<file path="src/rtl/cdd_pkg.sv">
`timescale 1ns / 1ps

package cdd_pkg;

    // field widths
    localparam int DAY_W   = 5;
    localparam int MONTH_W = 4;
    localparam int YEAR_W  = 14;
    localparam int DNUM_W  = 23;
    localparam int DIFF_W  = 23;

    // largest year accepted as valid
    localparam logic [YEAR_W-1:0] YEAR_MAX = YEAR_W'(9999);

    // division by 100 as multiply by reciprocal, exact for all 14-bit values
    localparam int RECIP_W     = 13;
    localparam int PROD_W      = YEAR_W + RECIP_W;
    localparam int RECIP_SHIFT = 19;
    localparam int QUOT_W      = PROD_W - RECIP_SHIFT;
    localparam logic [RECIP_W-1:0] RECIP_100 = RECIP_W'(5243);
    localparam logic [QUOT_W-1:0]  CENTURY   = QUOT_W'(100);

    // month codes
    localparam logic [MONTH_W-1:0] JANUARY  = MONTH_W'(1);
    localparam logic [MONTH_W-1:0] FEBRUARY = MONTH_W'(2);
    localparam logic [MONTH_W-1:0] DECEMBER = MONTH_W'(12);

    localparam logic [DAY_W-1:0] LEAP_FEB_LEN = DAY_W'(29);
    localparam logic [8:0]       DAYS_IN_YEAR = 9'd365;

    // month lengths of a common year, January first
    localparam logic [DAY_W-1:0] MONTH_LEN [12] =
        '{5'd31, 5'd28, 5'd31, 5'd30, 5'd31, 5'd30,
          5'd31, 5'd31, 5'd30, 5'd31, 5'd30, 5'd31};

    // days before the first of each month in a common year
    localparam logic [8:0] CUM_DAYS [12] =
        '{9'd0,   9'd31,  9'd59,  9'd90,  9'd120, 9'd151,
          9'd181, 9'd212, 9'd243, 9'd273, 9'd304, 9'd334};

    typedef struct packed {
        logic [DAY_W-1:0]   first_day;
        logic [MONTH_W-1:0] first_month;
        logic [YEAR_W-1:0]  first_year;
        logic [DAY_W-1:0]   second_day;
        logic [MONTH_W-1:0] second_month;
        logic [YEAR_W-1:0]  second_year;
    } t_operands;

    typedef struct packed {
        logic signed [DIFF_W-1:0] day_difference;
        logic                     first_valid;
        logic                     second_valid;
    } t_result;

    typedef struct packed {
        logic [DAY_W-1:0]   day;
        logic [MONTH_W-1:0] month;
        logic [YEAR_W-1:0]  year;
    } t_date;

    // what one lane hands to the merge stage
    typedef struct packed {
        logic [DNUM_W-1:0] day_num;
        logic              valid;
    } t_lane_res;

endpackage

</file>
<file path="src/rtl/cdd_lane.sv">
`timescale 1ns / 1ps

module cdd_lane
    import cdd_pkg::*;
(
    input  logic      i_clk,
    input  t_date     i_date,
    output t_lane_res o_res
);

    // stage 1: quotients by 100 of the year and of the year before
    logic [YEAR_W-1:0] prev_year;
    logic [PROD_W-1:0] prod_y;
    logic [PROD_W-1:0] prod_p;

    t_date             r_date;
    logic [QUOT_W-1:0] r_q_year;
    logic [QUOT_W-1:0] r_q_prev;

    assign prev_year = i_date.year - YEAR_W'(1);
    assign prod_y    = PROD_W'(i_date.year) * PROD_W'(RECIP_100);
    assign prod_p    = PROD_W'(prev_year) * PROD_W'(RECIP_100);

    always_ff @(posedge i_clk) begin
        r_date   <= i_date;
        r_q_year <= prod_y[PROD_W-1:RECIP_SHIFT];
        r_q_prev <= prod_p[PROD_W-1:RECIP_SHIFT];
    end

    // stage 2: leap rule, validity and day number
    logic [YEAR_W-1:0]  p;
    logic               div_by_100;
    logic               leap;
    logic               month_ok;
    logic [3:0]         idx;
    logic [DAY_W-1:0]   mlen;
    logic [DNUM_W-1:0]  base;
    logic [DNUM_W-1:0]  in_year;
    t_lane_res          n_res;
    t_lane_res          r_res;

    assign p          = r_date.year - YEAR_W'(1);
    assign div_by_100 = (r_date.year == YEAR_W'(r_q_year) * YEAR_W'(CENTURY));
    assign leap       = (r_date.year[1:0] == 2'b00 && !div_by_100) ||
                        (div_by_100 && r_q_year[1:0] == 2'b00);
    assign month_ok   = (r_date.month >= JANUARY) && (r_date.month <= DECEMBER);
    assign idx        = month_ok ? (r_date.month - JANUARY) : 4'd0;

    always_comb begin
        // length of the month, february stretched in leap years
        if (!month_ok) begin
            mlen = '0;
        end else if (r_date.month == FEBRUARY && leap) begin
            mlen = LEAP_FEB_LEN;
        end else begin
            mlen = MONTH_LEN[idx];
        end

        // days in whole years before this one, year zero counted as leap
        if (r_date.year == '0) begin
            base = '0;
        end else begin
            base = DNUM_W'(r_date.year) * DNUM_W'(DAYS_IN_YEAR)
                 + DNUM_W'(p >> 2) - DNUM_W'(r_q_prev)
                 + DNUM_W'(r_q_prev >> 2) + DNUM_W'(1);
        end

        in_year = DNUM_W'(CUM_DAYS[idx])
                + DNUM_W'(leap && (r_date.month > FEBRUARY))
                + DNUM_W'(r_date.day);

        n_res.day_num = base + in_year;
        n_res.valid   = (r_date.year <= YEAR_MAX) && month_ok &&
                        (r_date.day != '0) && (r_date.day <= mlen);
    end

    always_ff @(posedge i_clk) begin
        r_res <= n_res;
    end

    assign o_res = r_res;

endmodule

</file>
<file path="src/rtl/cdd_merge.sv">
`timescale 1ns / 1ps

module cdd_merge
    import cdd_pkg::*;
(
    input  logic      i_clk,
    input  t_lane_res i_first,
    input  t_lane_res i_second,
    output t_result   o_result
);

    t_result n_result;
    t_result r_result;

    // difference only when both dates are real
    always_comb begin
        n_result.first_valid  = i_first.valid;
        n_result.second_valid = i_second.valid;
        if (i_first.valid && i_second.valid) begin
            n_result.day_difference = DIFF_W'(i_second.day_num - i_first.day_num);
        end else begin
            n_result.day_difference = '0;
        end
    end

    always_ff @(posedge i_clk) begin
        r_result <= n_result;
    end

    assign o_result = r_result;

endmodule

</file>
<file path="src/rtl/calendar_date_difference.sv">
`timescale 1ns / 1ps
// a result strobes out once its transaction has passed both lane stages and the merge register
// throughput: one transaction per cycle, the two dates run in separate lanes
// busy is never raised: every stage advances each cycle, the receiver cannot stall
// reset (synchronous, active low) clears the strobe pipeline; data registers keep values

module calendar_date_difference
    import cdd_pkg::*;
(
    input  logic      i_clk,
    input  logic      i_rst_n,
    input  logic      start,
    output logic      busy,
    input  t_operands i_operands,
    output logic      o_strobe,
    output t_result   o_result
);

    t_date     first_date;
    t_date     second_date;
    t_lane_res first_res;
    t_lane_res second_res;
    logic      accept;
    logic [2:0] r_vld;
    logic [2:0] n_vld;

    assign busy   = 1'b0;
    assign accept = start && !busy;

    // split the transaction into one date per lane
    assign first_date.day     = i_operands.first_day;
    assign first_date.month   = i_operands.first_month;
    assign first_date.year    = i_operands.first_year;
    assign second_date.day    = i_operands.second_day;
    assign second_date.month  = i_operands.second_month;
    assign second_date.year   = i_operands.second_year;

    cdd_lane u_lane_first (
        .i_clk  (i_clk),
        .i_date (first_date),
        .o_res  (first_res)
    );

    cdd_lane u_lane_second (
        .i_clk  (i_clk),
        .i_date (second_date),
        .o_res  (second_res)
    );

    cdd_merge u_merge (
        .i_clk    (i_clk),
        .i_first  (first_res),
        .i_second (second_res),
        .o_result (o_result)
    );

    // strobe pipeline alongside the data stages
    assign n_vld = {r_vld[1:0], accept};

    always_ff @(posedge i_clk) begin
        if (!i_rst_n) begin
            r_vld <= '0;
        end else begin
            r_vld <= n_vld;
        end
    end

    assign o_strobe = r_vld[2];

    a_strobe_follows: assert property (@(posedge i_clk) disable iff (!i_rst_n)
        accept |-> ##3 o_strobe)
        else $error("result strobe missing three cycles after a transaction");

    a_strobe_cause: assert property (@(posedge i_clk) disable iff (!i_rst_n)
        o_strobe |-> $past(accept, 3))
        else $error("result strobe without a transaction");

    a_invalid_zero: assert property (@(posedge i_clk) disable iff (!i_rst_n)
        (o_strobe && !(o_result.first_valid && o_result.second_valid))
            |-> (o_result.day_difference == '0))
        else $error("nonzero difference for an invalid date");

    a_same_date_zero: assert property (@(posedge i_clk) disable iff (!i_rst_n)
        (accept && i_operands.first_day == i_operands.second_day
                && i_operands.first_month == i_operands.second_month
                && i_operands.first_year == i_operands.second_year)
            |-> ##3 (o_result.day_difference == '0))
        else $error("identical dates gave a nonzero difference");

endmodule

</file>
<file path="config.mk">
export PLATFORM = sky130hd
export DESIGN_NAME = calendar_date_difference
export DESIGN_NICKNAME = d
export VERILOG_FILES = /design/src/rtl/cdd_pkg.sv /design/src/rtl/cdd_lane.sv /design/src/rtl/cdd_merge.sv /design/src/rtl/calendar_date_difference.sv
export SDC_FILE = /design/constraint.sdc
export NUM_CORES = 2
export LEC_CHECK = 0
export ABC_AREA = 1
export BUFFER_PORTS_ARGS = -buffer_cell sky130_fd_sc_hd__clkbuf_2
export CELL_PAD_IN_SITES_DETAIL_PLACEMENT = 0
export CELL_PAD_IN_SITES_GLOBAL_PLACEMENT = 1
export CORE_ASPECT_RATIO = 0.8
export CORE_UTILIZATION = 55
export CTS_CLUSTER_SIZE = 16
export DETAILED_ROUTE_END_ITERATION = 10
export PLACE_DENSITY_LB_ADDON = 0.1
export SLEW_MARGIN = 15
export SYNTH_ARGS = -nofsm -noshare
export SYNTH_HDL_FRONTEND = slang
export SYNTH_SLANG_ARGS = --single-unit
export TNS_END_PERCENT = 10
</file>
<file path="constraint.sdc">
create_clock -name i_clk -period 12.4 [get_ports i_clk]
set_input_delay 0.62 -clock i_clk [delete_from_list [all_inputs] [get_ports i_clk]]
set_output_delay 0.62 -clock i_clk [all_outputs]
set_load 0.05 [all_outputs]
</file>
==> metrics <==
status=finished clean; Post-synth top flop=dfxtp_1; P&R area growth vs syn=5.78%; FF-to-FF End=u_lane_second.o_res[22]; Rel. slew slack=34.6%; I/O Buffers=74; clk_lat worst skew=0.49 ns; Slew @ Worst Pin=0.978 ns; Netlist cell types=56; Crit Reg-Reg Startpoint=u_lane_second.r_date[2]; post-synthesis sequential area ratio=9.31%; critical path endpoint category=flip-flop; most frequent cells in the layout=1076 x inv_1, 733 x ha_1, 569 x nand2_1, 425 x fa_1, 203 x a21oi_1; GR met2 Demand/Resource=38.8%; Avg WL per Cell=15.3 um; slowest cell delay on critical path=0.56 ns; synthesized area=33100 um2; Worst R2R Path Depth=33; # nets final=5326; die height=221 um; EDFF count, synth=0; I/O pins=76; Synth Instances=4028; grt met1 use=39.5%; worst hold endpoint=u_lane_second.r_date[20]; gr usage total=25.9%; Fin. Hold Viols=0; HP Class=in2reg; CTS H-Tree Depth=4; number of max-cap violations=0; first-pass GRT wire length=126 mm; HP Start=i_operands[20]; Routed WL=75.2 mm; TNS Setup=0 ns; Hold-fix buffers, CTS=0; initial antenna violation count=3; Die ar.=61200 um2; WHS Path Cells=1; GP Congestion=0.951; M3 GR Usage=3.66%; Overflow after GRT=0; DR vias=24639; worst setup path class=reg2reg; Finish-stage setup viols=0; final worst path period need=6.93 ns; Worst Skew=0.0157 ns; Die W=276 um; vias in the first global route=24737; clk root buf=clkbuf_16; Worst-path clk slew=0.07 ns; GRT busiest layer=met1; Req. time, crit path=12.77 ns; Post-CTS Resized=0; placed cell count=4879; worst-path maximum fanout=7; slowest stage cell, crit path=dfxtp_1; arrival time worst endpoint=7.30 ns; DRT Pass-1 Iters=5; syn_area_per_cell=8.22 um2; Peak Freq=144 MHz; Slew Viols, Final=0; r2r setup slk=5.47 ns; warning count from the yosys run=0; Synth Register Bits=154; hold_ws=0.227 ns; num rows=80; RSZ-0062 raised after global routing=false; number of setup buffers added after CTS=0; Vias/cell=5.02; initial core utilization=55.6%; proportion of layout cells with a drive suffix above 1=3.99%; # DRC=0; post-synthesis async set-or-reset flop share=0%; Post-Layout Cell Count=4913; Sinks on Clock Net=154; Startpoint Class=flip-flop; most common cell after layout, fill and taps aside=inv_1; part of the cycle the worst path needs=55.9%; Critical Path Most Common Cell=nand2_1; antenna viol nets, final=0; cts bufs inserted=17; CTS tree=done; Detailed Place HPWL=67.3 mm; first-iteration detailed-routing DRC count=1405; CTS Buffer Depth=2; largest net degree at the start of global routing=24; Core Region=59600 um2
==> state kept, by name, summed over array words and instances (netlist names) <==
| signal | flops |
|---|---|
| u_lane_second.r_date | 23 |
| u_lane_second.r_q_year | 8 |
| u_lane_second.o_res | 24 |
| u_lane_first.o_res | 24 |
| r_vld | 3 |
| u_lane_second.r_q_prev | 8 |
| u_lane_first.r_date | 23 |
| u_lane_first.r_q_prev | 8 |
| u_lane_first.r_q_year | 8 |
| u_merge.o_result | 25 |
==> critical path, delay by kind of cell, from the launching register on <==
kind                       cells  cell delay, ns
and+or+nand+nor               16            1.69
xor gates and xnor gates       1            0.17
adders and majority gates      8            3.29
buffers and inverters          4            0.43
DFF                            1            0.56
AOI/OAI and AO/OA              4            0.69
==> through the flow <==
step	worst slack, ns	utilization, %	instance area (um2)
finish	5.47	58.8	35000
global route	4.89	58.8	35000
CTS	5.46	58.8	35000
detailed placement	5.48	57.8	34400
global placement	5.53	57.8	34400
floorplan	6.39	-	33100
==> cells by family after synthesis <==
group / Yosys count / share of synthesized area (%)
xor gates and xnor gates: 166 / 4.43
and+or+nand+nor: 1031 / 13.3
buffers and inverters: 1099 / 12.5
other: 1 / 0.0113
adders and majority gates: 1158 / 53.4
AOI/OAI and AO/OA: 419 / 7.09
DFF: 154 / 9.31
==> worst max-delay path by stage <==
stage,start,end,slack [ns],depth (start not counted)
floorplan,u_lane_second.r_date[2],u_lane_second.o_res[22],6.39,35
global placement,u_lane_second.r_date[2],u_lane_second.o_res[22],5.53,33
detailed placement,u_lane_second.r_date[2],u_lane_second.o_res[22],5.48,33
CTS,u_lane_second.r_date[2],u_lane_second.o_res[22],5.46,33
global route,u_lane_second.r_date[2],u_lane_second.o_res[22],4.89,33
finish,u_lane_second.r_date[2],u_lane_second.o_res[22],5.47,33
==> area by class of cell <==
| type | instances | area, um2 |
|---|---|---|
| antenna | 2 | 5.00 |
| clock inverter | 12 | 100 |
| sequential | 154 | 3080 |
| inverter | 1092 | 4100 |
| clock buffer | 20 | 467 |
| tap | 779 | 975 |
| fill | 5595 | 24500 |
| timing repair buffer | 77 | 393 |
| multi-input combinational | 2777 | 25900 |
==> Yosys cell counts (3+ instances only) <==
cell type / number / area [um2]
a211oi_1: 4 / 30.0
a21boi_0: 5 / 37.5
a21o_1: 16 / 120
a21oi_1: 203 / 1020
a221oi_1: 3 / 26.3
a31oi_1: 12 / 75.1
clkbuf_1: 4 / 15.0
dfxtp_1: 154 / 3080
fa_1: 425 / 8510
ha_1: 733 / 9170
inv_1: 1076 / 4040
inv_2: 16 / 60.1
nand2_1: 569 / 2140
nand2_2: 6 / 37.5
nand2_4: 3 / 33.8
nand3_1: 142 / 711
nand3_2: 6 / 60.1
nand3b_1: 8 / 60.1
nand4_1: 40 / 250
nor2_1: 191 / 717
nor2_2: 14 / 87.6
nor3_1: 34 / 170
nor4_1: 8 / 50.1
o211ai_1: 6 / 45.0
o21a_1: 10 / 75.1
o21ai_0: 113 / 566
o21ai_1: 5 / 25.0
o21bai_1: 16 / 120
o22ai_1: 5 / 31.3
o31ai_1: 4 / 30.0
or2_2: 4 / 25.0
xnor2_1: 41 / 359
xor2_1: 124 / 1090
==> metal layers <==
layer  part of all wire [%]  vias to the layer above  wire, um
li1                       -                    12690         -
met1                     52                    11438     39300
met2                     42                      459     31400
met3                    4.7                       52      3560
met4                    1.2                        0       893
met5                      0                        -         0
Power is not shown: default switching activity piles up to over one toggle a cycle in this logic, so the estimate is an artifact.
